**src/rtl/core/sfdm_pkg.sv**
```systemverilog
`timescale 1ns / 1ps
// Shared types and constants for the sensor frame demultiplexer.
// No dependencies; used by every module in rtl/core.

package sfdm_pkg;

	localparam int SAMPLE_W   = 16;
	localparam int SENSOR_W   = 15;
	localparam int DIGITAL_W  = 16;
	localparam int VERSION_W  = 15;
	localparam int MAJOR_W    = 7;
	localparam int MINOR_W    = 8;
	localparam int NUM_SENSOR = 8;
	localparam int CNT_W      = 4;

	// slot counter codes
	localparam logic [CNT_W-1:0] SLOT_VERSION = 4'd0;
	localparam logic [CNT_W-1:0] SLOT_DIGITAL = 4'd9;

	// held values of one frame, as shown on the result channel
	typedef struct packed {
		logic [NUM_SENSOR-1:0][SENSOR_W-1:0] sensor;
		logic [DIGITAL_W-1:0]                digital;
		logic [VERSION_W-1:0]                version;
	} result_t;

endpackage

```
**src/rtl/core/sensor_frame_demultiplexer_unit.sv**
```systemverilog
`timescale 1ns / 1ps
// Sensor frame demultiplexer: one stream word in, one snapshot of held slots out.
// Depends on sfdm_pkg, sfdm_slot_tracker, sfdm_out_skid.
//
// Usage:
//   Input channel: sample with in_valid / in_stall. Each accepted word advances
//   the slot counter: a negative word (or any word after a full frame) starts
//   a frame; then slot 0 is the hardware version, slots 1-8 analog sensors,
//   slot 9 the digital word. A negative word just before a start flag is taken
//   as the digital word.
//   Output channel: out_valid / out_stall with sensor_1..sensor_8,
//   digital_word, hw_ver_major, hw_ver_minor, connected. Exactly one result
//   per accepted word, in order.
//   Each result is registered, in the output register or the skid entry.
//   Throughput: one word per cycle while in_stall is low; the slot update is a
//   compare and a register write between the input port and the output register.
//   Stall: the output register plus one skid entry hold results; in_stall rises
//   only once both are full, i.e. once a word is accepted during a receiver
//   stall with a result already waiting.
//   Reset (arst_n low): counter, held slots and version clear to zero; no
//   results pending.

module sensor_frame_demultiplexer_unit (
	input  logic                                  clk,
	input  logic                                  arst_n,
	input  logic                                  in_valid,
	output logic                                  in_stall,
	input  logic signed [sfdm_pkg::SAMPLE_W-1:0]  sample,
	output logic                                  out_valid,
	input  logic                                  out_stall,
	output logic [sfdm_pkg::SENSOR_W-1:0]         sensor_1,
	output logic [sfdm_pkg::SENSOR_W-1:0]         sensor_2,
	output logic [sfdm_pkg::SENSOR_W-1:0]         sensor_3,
	output logic [sfdm_pkg::SENSOR_W-1:0]         sensor_4,
	output logic [sfdm_pkg::SENSOR_W-1:0]         sensor_5,
	output logic [sfdm_pkg::SENSOR_W-1:0]         sensor_6,
	output logic [sfdm_pkg::SENSOR_W-1:0]         sensor_7,
	output logic [sfdm_pkg::SENSOR_W-1:0]         sensor_8,
	output logic [sfdm_pkg::DIGITAL_W-1:0]        digital_word,
	output logic [sfdm_pkg::MAJOR_W-1:0]          hw_ver_major,
	output logic [sfdm_pkg::MINOR_W-1:0]          hw_ver_minor,
	output logic                                  connected
);

	logic              accept;
	logic              skid_full;
	sfdm_pkg::result_t next_result;
	sfdm_pkg::result_t shown;

	assign in_stall = skid_full;
	assign accept   = in_valid && !skid_full;

	sfdm_slot_tracker u_tracker (
		.clk    (clk),
		.arst_n (arst_n),
		.accept (accept),
		.sample (sample),
		.result (next_result)
	);

	sfdm_out_skid u_out (
		.clk       (clk),
		.arst_n    (arst_n),
		.push      (accept),
		.push_data (next_result),
		.full      (skid_full),
		.out_valid (out_valid),
		.out_stall (out_stall),
		.out_data  (shown)
	);

	assign sensor_1      = shown.sensor[0];
	assign sensor_2      = shown.sensor[1];
	assign sensor_3      = shown.sensor[2];
	assign sensor_4      = shown.sensor[3];
	assign sensor_5      = shown.sensor[4];
	assign sensor_6      = shown.sensor[5];
	assign sensor_7      = shown.sensor[6];
	assign sensor_8      = shown.sensor[7];
	assign digital_word  = shown.digital;
	assign hw_ver_major  = shown.version[sfdm_pkg::VERSION_W-1:sfdm_pkg::MINOR_W];
	assign hw_ver_minor  = shown.version[sfdm_pkg::MINOR_W-1:0];
	assign connected     = |shown.version;

endmodule

```
**src/rtl/core/sfdm_slot_tracker.sv**
```systemverilog
`timescale 1ns / 1ps
// Slot counter and held slot values; updates on every accepted word.
// Depends on sfdm_pkg.

module sfdm_slot_tracker (
	input  logic                            clk,
	input  logic                            arst_n,
	input  logic                            accept,
	input  logic signed [sfdm_pkg::SAMPLE_W-1:0] sample,
	output sfdm_pkg::result_t               result
);

	logic [sfdm_pkg::CNT_W-1:0]    cnt_q, cnt_d;
	logic [sfdm_pkg::SAMPLE_W-1:0] prev_q;
	sfdm_pkg::result_t             held_q, held_d;
	logic                          start;

	// negative word, or anything after a full frame, restarts the frame
	assign start = sample[sfdm_pkg::SAMPLE_W-1] || (cnt_q > sfdm_pkg::SLOT_DIGITAL);

	always_comb begin
		cnt_d  = cnt_q;
		held_d = held_q;
		if (start) begin
			// a negative word before the flag was the digital word
			if (prev_q[sfdm_pkg::SAMPLE_W-1]) begin
				held_d.digital = prev_q;
			end
			cnt_d = sfdm_pkg::SLOT_VERSION;
		end else if (cnt_q == sfdm_pkg::SLOT_VERSION) begin
			held_d.version = sample[sfdm_pkg::VERSION_W-1:0];
			cnt_d          = cnt_q + 1'b1;
		end else begin
			if (cnt_q == sfdm_pkg::SLOT_DIGITAL) begin
				held_d.digital = sample;
			end
			for (int i = 0; i < sfdm_pkg::NUM_SENSOR; i++) begin
				if (cnt_q == sfdm_pkg::CNT_W'(i + 1)) begin
					held_d.sensor[i] = sample[sfdm_pkg::SENSOR_W-1:0];
				end
			end
			cnt_d = cnt_q + 1'b1;
		end
	end

	always_ff @(posedge clk or negedge arst_n) begin
		if (!arst_n) begin
			cnt_q  <= '0;
			prev_q <= '0;
			held_q <= '0;
		end else if (accept) begin
			cnt_q  <= cnt_d;
			prev_q <= sample;
			held_q <= held_d;
		end
	end

	assign result = held_d;

`ifndef SYNTHESIS
	a_cnt_range: assert property (@(posedge clk) disable iff (!arst_n)
		cnt_q <= sfdm_pkg::SLOT_DIGITAL + 1'b1)
		else $error("slot counter past end of frame");
	a_flag_rewinds: assert property (@(posedge clk) disable iff (!arst_n)
		accept && sample[sfdm_pkg::SAMPLE_W-1] |=> cnt_q == sfdm_pkg::SLOT_VERSION)
		else $error("start flag did not rewind slot counter");
`endif

endmodule

```
**src/rtl/core/sfdm_out_skid.sv**
```systemverilog
`timescale 1ns / 1ps
// Output register plus one skid entry for the result channel.
// Depends on sfdm_pkg.

module sfdm_out_skid (
	input  logic              clk,
	input  logic              arst_n,
	input  logic              push,
	input  sfdm_pkg::result_t push_data,
	output logic              full,
	output logic              out_valid,
	input  logic              out_stall,
	output sfdm_pkg::result_t out_data
);

	sfdm_pkg::result_t out_q, skid_q;
	logic              out_valid_q, skid_valid_q;
	logic              load;

	assign load = !out_valid_q || !out_stall;

	always_ff @(posedge clk or negedge arst_n) begin
		if (!arst_n) begin
			out_valid_q  <= 1'b0;
			skid_valid_q <= 1'b0;
		end else if (load) begin
			out_valid_q  <= skid_valid_q || push;
			skid_valid_q <= 1'b0;
		end else if (push) begin
			skid_valid_q <= 1'b1;
		end
	end

	always_ff @(posedge clk) begin
		if (load) begin
			out_q <= skid_valid_q ? skid_q : push_data;
		end else if (push) begin
			skid_q <= push_data;
		end
	end

	// push is only offered while the skid entry is empty
	assign full      = skid_valid_q;
	assign out_valid = out_valid_q;
	assign out_data  = out_q;

`ifndef SYNTHESIS
	a_skid_implies_out: assert property (@(posedge clk) disable iff (!arst_n)
		skid_valid_q |-> out_valid_q)
		else $error("skid entry held with empty output register");
	a_skid_fill: assert property (@(posedge clk) disable iff (!arst_n)
		push && out_valid_q && out_stall |=> skid_valid_q)
		else $error("word lost while output stalled");
	a_skid_drain: assert property (@(posedge clk) disable iff (!arst_n)
		skid_valid_q && !out_stall |=> !skid_valid_q && out_valid_q)
		else $error("skid entry not drained");
	a_no_overrun: assert property (@(posedge clk) disable iff (!arst_n)
		skid_valid_q |-> !push)
		else $error("push into full skid entry");
`endif

endmodule
```
**config.mk**
```make
export PLATFORM = sky130hd
export DESIGN_NAME = sensor_frame_demultiplexer_unit
export DESIGN_NICKNAME = d
export VERILOG_FILES = /design/src/rtl/core/sfdm_pkg.sv /design/src/rtl/core/sensor_frame_demultiplexer_unit.sv /design/src/rtl/core/sfdm_slot_tracker.sv /design/src/rtl/core/sfdm_out_skid.sv
export SDC_FILE = /design/constraint.sdc
export NUM_CORES = 1
export LEC_CHECK = 0
export BUFFER_PORTS_ARGS = -buffer_cell sky130_fd_sc_hd__buf_4
export CORE_ASPECT_RATIO = 0.5
export CORE_MARGIN = 2
export CORE_UTILIZATION = 60
export CTS_BUF_LIST = sky130_fd_sc_hd__clkbuf_8 sky130_fd_sc_hd__clkbuf_16
export CTS_CLUSTER_DIAMETER = 150
export DETAILED_ROUTE_END_ITERATION = 7
export GPL_TIMING_DRIVEN = 0
export PLACE_DENSITY = 0.78
export SETUP_SLACK_MARGIN = 0.2
export SYNTH_ARGS = -nofsm -noshare
export SYNTH_HDL_FRONTEND = slang
export SYNTH_SLANG_ARGS = --single-unit
```
**constraint.sdc**
```tcl
create_clock -name clk -period 28.9 [get_ports clk]
set_input_delay 5.78 -clock clk [delete_from_list [all_inputs] [get_ports clk]]
set_output_delay 5.78 -clock clk [all_outputs]
set_load 0.05 [all_outputs]
```
After elaboration in Yosys (flattened, before gate mapping)
Index checks and enable logic that the tools add are counted.
{ "word_totals": {"regBits": 475, "input_bits": 20, "output_inout_bits": 154, "elab_cells": 76} }
{ "classes": {"n_addsub": 1, "magnitude_cmp": 1, "n_eq_ne": 9, "n_mux": 19, "bitwise_logic": 1, "reduce_logical": 11} }
{ "ops": {"columns": ["op", "count"], "rows": [
  ["$mux 151", 1],
  ["$mux 15", 10],
  ["$mux 136", 1],
  ["$mux 120", 1],
  ["$mux 16", 3],
  ["$eq 4x3->1 const B", 4],
  ["$reduce_or 15->1", 1],
  ["$eq 4x2->1 const B", 2],
  ["$eq 4x4->1 const B", 2],
  ["$add 4x1->4 const B", 1],
  ["$eq 4x1->1 const B", 1],
  ["$gt 4x4->1 const B", 1],
  ["$logic_not 4->1", 1],
  ["$mux 4", 1],
  ["$logic_not 1->1", 3],
  ["$logic_or 1x1->1", 3],
  ["$mux 1", 2],
  ["$reduce_and 2->1", 1],
  ["$reduce_bool 2->1", 1],
  ["$logic_and 1x1->1", 1],
  ["$not 1->1", 1]
]} }

Depth between registers and ports, before layout
Gate-level depths: netlist of the first run.
{ "logic_depth": {"depth_word": 5, "mapped_depth": 8, "depth_no_buf": 5} }

Hierarchy
Synthesis of the first run repeated with hierarchy kept, for this count alone.
{ "unflattened": {"hier_cells": 1162, "hier_area_um2": 20246.9} }
{ "modules_own_cells": {"columns": ["module", "instances", "cells_each", "area_each_um2", "seq_area_each_um2"], "rows": [
  ["sfdm_out_skid", 1, 476, 11244.5, 9118.7],
  ["sfdm_slot_tracker", 1, 680, 8966.1, 4279.1],
  ["sensor_frame_demultiplexer_unit", 1, 6, 36.3, 0.0]
]} }

Worst setup path before layout of the first run
No wires, ideal clock.
{ "synth_timing": {"kind": "input to register", "from": "in out_stall", "to": "reg u_out.skid_q[0] (netlist name), enable pin", "setup_ns": 1.472, "arrival_time_ns": 16.124, "required_ns": 27.428, "path_slack_ns": 11.304, "cell_stages": 2, "path_buffers": 0, "cell_sequence": "nand2_1 > nor2_1"} }
{ "synth_via": {"elab_chain_cells": 4} }
{ "synth_lines": {"columns": ["item", "line_no", "text"], "rows": [
  ["start, declared", "sensor_frame_demultiplexer_unit.sv:30", "input logic out_stall,"],
  ["$logic_not 1->1", "sfdm_out_skid.sv:20", "assign load = !out_valid_q || !out_stall;"],
  ["$logic_or 1x1->1", "sfdm_out_skid.sv:20", null],
  ["$not 1->1 (no line)", null, null],
  ["$reduce_and 2->1 (no line)", null, null],
  ["end signal, assigned", "sfdm_out_skid.sv:38", "skid_q <= push_data;"],
  ["end, declared", "sfdm_out_skid.sv:16", "sfdm_pkg::result_t out_q, skid_q;"]
]} }
Every way passes these cells.
A chain may end at the register's enable or synchronous reset.

Final worst setup path of the first run
{ "layout_timing": {"from": "in in_valid", "to": "reg u_out.skid_q[115] (netlist name), enable pin"} }
{ "layout_via": {"elab_chain_cells": 2} }
{ "layout_lines": {"columns": ["item", "line_no", "text"], "rows": [
  ["start, declared", "sensor_frame_demultiplexer_unit.sv:26", "input logic in_valid,"],
  ["$logic_and 1x1->1", "sensor_frame_demultiplexer_unit.sv:51", "assign accept = in_valid && !skid_full;"],
  ["$reduce_and 2->1 (no line)", null, null]
]} }
Every way passes these cells.

==> summary.md, run 1 <==
| Metric | Value |
|---|---|
| Chip Width | 271 microns |
| Die area | 37200 sq um |
| Final setup vio count | 0 |
| Share of layout cells above drive strength 1 | 33.7% |
| Slew HR | 13.8% |
| Final wirelength | 60200 microns |
| Final Hold Fails | 0 |
| Pin count of the biggest net entering global routing | 89 |
| DRC violations left | 0 |
| Max clock buf depth | 3 |
| Die Ht | 137 microns |
| Initial antenna violation count | 2 |
| Max-Cap Viols | 0 |
| WP data arrival | 8.22 ns |
| Clock-pin slew on the worst setup and hold paths | 0.06 ns |
| GPL Wtd Cong | 0.979 |
| Worst Setup End Kind | flip-flop |
| Reg2Reg Capture Point | u_out.skid_q[115] |
| Post-Syn Instances | 1562 |
| WL per Instance | 26.2 microns |
| Kind of critical path | in2reg |
| Fill cells | 2383 |
| Max FO, Critical Path | 32 |
| Worst Setup EP | u_out.skid_q[115] |
| Final Util | 71.3% |
| Setup Buffers After CTS | 0 |
| Vias in the first global route | 14300 |
| Detailed Route Iter0 Violations | 2087 |
| Initial core utilization | 61.4% |
| Placed insts | 2218 |
| Row count | 48 |
| CTS tree | yes |
| CTS sink cnt | 475 |
| Detailed Place HPWL | 41000 microns |
| Crit share post-route | 27.5% |
| Synth Flop Type | edfxtp_1 |
| Cts repair resizes | 0 |
| Grt ovf | 0 |
| Status | complete, no violations |
| DRT antenna net count | 0 |
| Clock root cell | clkbuf_16 |
| IO buf count | 173 |
| Syn nets | 1587 |
| Post-Syn Area | 21400 sq um |
| Area post-placement | 23500 sq um |
| Leading cell type in the layout, fill and taps excluded | edfxtp_1 |
| Vias | 14700 |
| Peak VDD IR | 0.0524 mV |
| Combinational share of power | 32.5% |
| Most frequent cells in the layout | edfxtp_1 (302), mux2_2 (270), buf_4 (180) |
| Finished Layout Cells | 2297 |
| Synth async-reset ratio | 36.4% |
| Tmin final | 7.95 ns |
| Htree depth | 2 |
| Register bit total from synthesis | 475 |
| Num CTS Buffers | 42 |
| CTS Hold Bufs | 0 |
| Global-route wire length before repair | 89300 microns |
| Number of synthesized flops with an enable pin | 302 |
| Clock skew | 0.0175 ns |
| Drt first pass iters | 8 |
| Mean Syn Cell Area | 13.7 sq um |
| Worst skew pair latency | 0.57 ns |
| Reg-to-Reg Start | u_out.full |
| PD cells | 92.4 nW/um^2 |
| Final Max Slew Viols | 0 |
| I/O pin total | 174 |
| Reg2reg path depth | 10 |
| Post-synthesis sequential area ratio | 62.7% |
| FMAX | 126 MHz |
| Area Overhead vs Synth | 16.0% |
| Total Nets Final | 1812 |
| Via density | 6.39 |
| Synth cell types | 54 |
| P_int | 1.49 mW |
| Sw Pwr | 796 uW |
| Flop-to-flop setup slack | 25.36 ns |
| Worst EP required | 29.17 ns |
| CP Launch Point | in_valid |
| Final instance area | 24800 sq um |
| GRT Overall Usage | 32.4% |
| Crit path launch type | input pin |
| YS warnings | 0 |
| Actual slew at the worst max-slew pin | 1.29 ns |
| RSZ-0062 raised after global routing | no |
| Seq pwr share | 43.7% |
| Setup TNS | 0 ns |
| Clock power frac | 23.9% |
| Core ar. | 34800 sq um |
| Overall Power | 2.29 mW |
| Worst hold-check path type | reg2reg |
| Static Leakage | 9.99 nW |
| Sw Share | 34.8% |
## worst min path at each step
stage / depth (start not counted) / startpoint / to / slack, ns
after floorplan: 2 / u_tracker.prev_q[0] / u_tracker.prev_q[0] / 0.44
after global placement: 2 / u_tracker.prev_q[0] / u_tracker.prev_q[0] / 0.46
after detailed placement: 2 / u_tracker.prev_q[3] / u_tracker.prev_q[3] / 0.46
after CTS: 2 / u_tracker.prev_q[1] / u_tracker.prev_q[1] / 0.48
after global routing: 2 / u_tracker.prev_q[5] / u_tracker.prev_q[5] / 0.51
final: 2 / u_tracker.prev_q[1] / u_tracker.prev_q[1] / 0.48
## stage by stage
| step | hold slack (ns) | setup slack (ns) |
|---|---|---|
| 2_1_floorplan | 0.441 | 11.30 |
| 3_3_place_gp | 0.459 | 1.89 |
| 3_5_place_dp | 0.463 | 20.39 |
| 4_1_cts | 0.482 | 20.98 |
| 5_1_grt | 0.505 | 20.79 |
| 6_report | 0.479 | 20.95 |
## power by group through the flow
stage,registers (mW),clock network [mW],logic (mW)
5_1_grt,1.01,0.574,0.781
3_5_place_dp,1.01,0,0.733
6_report,1.00,0.547,0.743
4_1_cts,0.999,0.548,0.738
2_1_floorplan,1.20,0,0.322
3_3_place_gp,1.01,0,0.711
## critical path, stage by stage
cell	delay (ns)
buf_4	0.10
nand2b_1	0.06
clkbuf_1	0.26
clkbuf_1	0.33
nor2_4	0.69
buf_12	0.30
buf_12	0.23
buf_12	0.21
buf_12	0.21
## layout make-up
| type | instances | area (sq um) | area share, % |
|---|---|---|---|
| clock buffers | 50 | 1180 | 4.78 |
| inverters | 83 | 312 | 1.26 |
| plain buffers | 150 | 726 | 2.93 |
| multi-input cells | 854 | 6930 | 28.0 |
| diodes | 1 | 2.50 | 0.0101 |
| well taps | 475 | 594 | 2.40 |
| clock inverters | 28 | 141 | 0.571 |
| flip-flops and latches | 475 | 13400 | 54.1 |
| repair buffers | 181 | 1490 | 6.01 |
## flip-flops by register name, summed over array words and instances (netlist names)
signal            count
u_out.out_valid       1
u_out.out_data      151
u_tracker.cnt_q       4
u_tracker.held_q    151
u_out.skid_q        151
u_tracker.prev_q     16
u_out.full            1
## per-layer routing
layer,up-vias,global-route usage (%),part of all wire (%),wire [microns]
met5,-,0,0,0
li1,6287,-,-,-
met1,7395,44.7,40,24200
met3,150,8.99,11,6560
met4,0,10.7,3.0,1820
met2,855,50.4,46,27700
## synthesized netlist by cell type (all sizes together), types with 3 or more instances
master     n  area [sq um]
a2111oi   15           131
a211oi    15           113
a21oi     17          85.1
a221oi    15           131
and2       3          18.8
and4bb     3          37.5
buf       50           350
clkbuf   100           375
dfrtp    173          4330
edfxtp   302          9070
ha         5          62.6
inv       82           308
mux2     300          3490
mux2i     15           150
nand2    127           477
nand3    126           683
nor2       6          25.0
nor2b     18           113
nor4       4          40.0
o2111ai   16           140
o211ai    17           128
o21ai     66           334
o311ai    61           534
or2        3          18.8
## cell families after synthesis
group                    count (synthesis)  share of synthesized area [%]
AO/OA/AOI/OAI                          230                           7.77
adder cells (fa/ha/maj)                  5                          0.293
buffers and inverters                  233                           4.86
multiplexers                           315                           17.1
AND/OR/NAND/NOR                        304                           7.28
flip-flops                             475                           62.7
(Power assumes the default switching activity.)
==> inputs of run 2 (changes only) <==
- ABC_AREA: not set -> 1
- CORE_UTILIZATION: 60 -> 54
- PLACE_DENSITY: 0.78 -> 0.74
- clock period: 28.9 -> 6.5 ns (I/O delays scaled with it)
==> run 2 against run 1 <==
Net effect: synthesized cell count rose by 35%; first-iteration DRC count fell by 15%; largest power group unchanged; register-to-register slack got worse by 22 ns; die area rose by 6.5%; the flow now finishes with violations (DRC); routed wire length fell by 13%; sequential share of layout area rose by 1.7 points; critical path depth fell by 2; setup slack got worse by 18 ns; non-clock buffer count fell by 34.
==> summary.md, run 2 <==
| Metric | Value |
|---|---|
| Tmin final | 3.23 ns |
| Peak VDD IR | 0.191 mV (+270%) |
| Detailed Place HPWL | 34400 microns (-16%) |
| Detailed Route Iter0 Violations | 1784 (-15%) |
| Actual slew at the worst max-slew pin | 1.01 ns (-0.278 ns) |
| Final instance area | 24000 sq um (-3.1%) |
| GRT Overall Usage | 26.3% (-6.1 points) |
| Global-route wire length before repair | 80200 microns (-10%) |
| Area post-placement | 22600 sq um (-3.6%) |
| Row count | 50 (+4.2%) |
| Critical path's largest stage delay | 0.54 ns (-0.15 ns) |
| Max-Cap Viols | 0 (unchanged) |
| Share of layout cells above drive strength 1 | 12.4% (-21 points) |
| Multiplexer area fraction after synthesis | 0% (-17 points) |
| Initial antenna violation count | 0 (-2) |
| Synth area leader | edfxtp_1 |
| IO buf count | 173 (unchanged) |
| Worst hold-check path type | reg2reg |
| Vias | 15600 (+6.1%) |
| Max FO, Critical Path | 27 (-16%) |
| Most frequent CP cell | clkbuf_1 |
| Core ar. | 37400 sq um (+7.6%) |
| Final setup vio count | 0 (unchanged) |
| Synth cell types | 27 (-50%) |
| DRC violations left | 1 (+1) |
| CTS Hold Bufs | 0 (unchanged) |
| N_diodes | 0 (-1) |
| Cell with the most instances after synthesis | nand2_1 |
| Status | finished, violations left |
| GPL Wtd Cong | 0.849 (-13%) |
| WL per Instance | 18.3 microns (-30%) |
| Worst skew pair latency | 0.56 ns (about the same) |
| I/O pin total | 174 (unchanged) |
| Vias in the first global route | 14800 (+3.0%) |
| Area Overhead vs Synth | 17.2% |
| Synth cell count leaders | nand2_1 (765), edfxtp_1 (302), inv_1 (228) |
| CTS sink cnt | 475 (unchanged) |
| YS warnings | 0 (unchanged) |
| CTS tree | yes |
| Most frequent cells in the layout | nand2_1 (764), edfxtp_1 (302), inv_1 (238) |
| Num CTS Buffers | 43 (+2.4%) |
| Post-synthesis sequential area ratio | 65.4% (+2.7 points) |
| Final wirelength | 52500 microns (-13%) |
| Setup TNS | 0 ns (unchanged) |
| Crit path launch type | input pin |
| FMAX | 310 MHz |
| Max clock buf depth | 3 (unchanged) |
| Final Max Slew Viols | 0 (unchanged) |
| Static Leakage | 11.4 nW (+14%) |
| Synth async-reset ratio | 36.4% (unchanged) |
| Clock-pin slew on the worst setup and hold paths | 0.06 ns (about the same) |
| Via density | 5.44 (-15%) |
| XOR/XNOR Fraction of Synth Area | 0.0855% (+0.086 points) |
| Grt ovf | 0 (unchanged) |
| Chip Width | 279 microns (+3.2%) |
| Critical path's top delay family | buffers and inverters |
| Pin count of the biggest net entering global routing | 118 (+33%) |
| Worst Setup End Kind | flip-flop |
| Number of synthesized flops with an enable pin | 302 (unchanged) |
| Mean Syn Cell Area | 9.70 sq um (-29%) |
| Crit share post-route | 49.7% |
| Clock skew | 0.0194 ns (+0.00194 ns) |
| Clock root cell | clkbuf_16 |
| Synth Flop Type | edfxtp_1 |
| Drt first pass iters | 8 (unchanged) |
| DRT antenna net count | 0 (unchanged) |
| Post-Syn Instances | 2113 (+35%) |
| Worst Path Buf+Inv | 5 (-2) |
| Worst-path cell chain | buf_4 -> nand2_1 -> clkbuf_1 -> clkbuf_1 -> nor2_4 -> buf_16 -> buf_12 |
| Initial core utilization | 54.8% (-6.6 points) |
| Largest family of logic cells by synthesized area | simple AND/OR/NAND/NOR gates |
| Top-area cell type share of the netlist area | 44.3% (+1.8 points) |
| Violated checks | DRC |
| Compound-Gate Fraction of Synth Area | 7.63% (-0.14 points) |
| Die area | 39600 sq um (+6.5%) |
| Cts repair resizes | 0 (unchanged) |
| Worst EP required | 6.75 ns (-22.42 ns) |
| PD cells | 413 nW/um^2 (+350%) |
| Register bit total from synthesis | 475 (unchanged) |
| Slew HR | 32.3% (+19 points) |
| Fill cells | 2988 (+25%) |
| Area contributors post-synth | edfxtp_1 (44%), dfrtp_1 (21%), nand2_1 (14%), inv_1 (4.2%), o21ai_1 (3.9%) |
| Synth Area in Simple Gates | 19.9% (+13 points) |
| WP data arrival | 3.48 ns (-4.74 ns) |
| Post-Syn Area | 20500 sq um (-4.1%) |
| Post-synthesis adder-cell area fraction | 0.305% (+0.012 points) |
| Kind of critical path | in2reg |
| Leading cell type in the layout, fill and taps excluded | nand2_1 |
| Setup Buffers After CTS | 0 (unchanged) |
| Slowest CP cell | nor2_4 |
| Total Nets Final | 2363 (+30%) |
| Final Hold Fails | 0 (unchanged) |
| RSZ-0062 raised after global routing | no |
| Htree depth | 2 (unchanged) |
| Die Ht | 142 microns (+3.2%) |
| Syn nets | 2138 (+35%) |
==> run 2: cell count changes after synthesis, moves of 17 or more <==
cell,delta
clkbuf_1,-23
nand3_1,-24
and2_1,+42
o211ai_1,-17
mux2_4,-30
o21ai_0,+76
o311ai_0,-58
nand2_1,+638
inv_1,+146
o21ai_1,+158
nand4_1,+50
mux2_2,-270
nor2b_1,-18
==> run 2: final timing paths <==
kind | from | end | slack (ns) | depth (start not counted)
worst max-delay path | in_valid | u_out.skid_q[54] | 3.27 | 7
worst min-delay path | u_tracker.held_q[51] | u_tracker.held_q[51] | 0.48 | 2
worst max register to register | u_out.full | u_out.skid_q[54] | 3.50 | 7
worst min register to register | u_tracker.held_q[51] | u_tracker.held_q[51] | 0.48 | 2
max in group asynchronous | arst_n | u_tracker.held_q[23] | 4.83 | 2
min in group asynchronous | arst_n | u_tracker.held_q[58] | 0.67 | 1
==> run 2: where the power goes <==
part           internal [mW]  switching [mW]
Clock                   1.44            1.12
Sequential              4.11           0.300
Combinational          0.862            2.08
Total                   6.41            3.50
==> run 2: cell type report <==
cell class                 instances  area (sq um)  share of cell area, %
buffer                           117           500                   2.08
clock buffer                      52          1210                   5.05
clock inverter                    26           196                  0.818
inverter                         233           876                   3.65
multi-input combinational       1288          5740                   23.9
sequential                       475         13400                   55.8
tap                              494           618                   2.57
timing repair buffer             180          1470                   6.12
==> run 2: per-layer routing <==
layer	up-vias	wire length, microns	global-route usage, %	share of wire, %
met5	-	0	0.977	0
met4	0	1700	9.32	3.2
met3	113	4540	5.37	8.6
met1	7489	21500	35.5	41
li1	7373	-	-	-
met2	610	24800	42.8	47
==> run 2: worst reg2reg max path, cell delays in order, from the launching register on <==
cell and delay [ns]:
dfrtp_1 0.41, inv_2 0.16, nand2_1 0.30, clkbuf_1 0.42, clkbuf_1 0.36, nor2_4 0.54, buf_16 0.25, buf_12 0.22
==> run 2: cells by family after synthesis <==
group,count (synthesis)
buf+inv,350
flops,475
compound gates,307
fa+ha+maj,5
simple gates,974
xor+xnor,2
==> run 2: metrics by stage <==
step	worst slack [ns]	util (%)	hold slack, ns	power [mW]	std cells
CTS	3.30	64.2	0.482	9.94	2865
global route	3.19	64.2	0.493	10.4	2865
detailed placement	2.71	60.4	0.465	7.39	2787
floorplan	1.40	-	0.449	6.51	2113
global placement	-0.279	59.9	0.461	7.26	2780
finish	3.27	64.2	0.478	9.91	2865
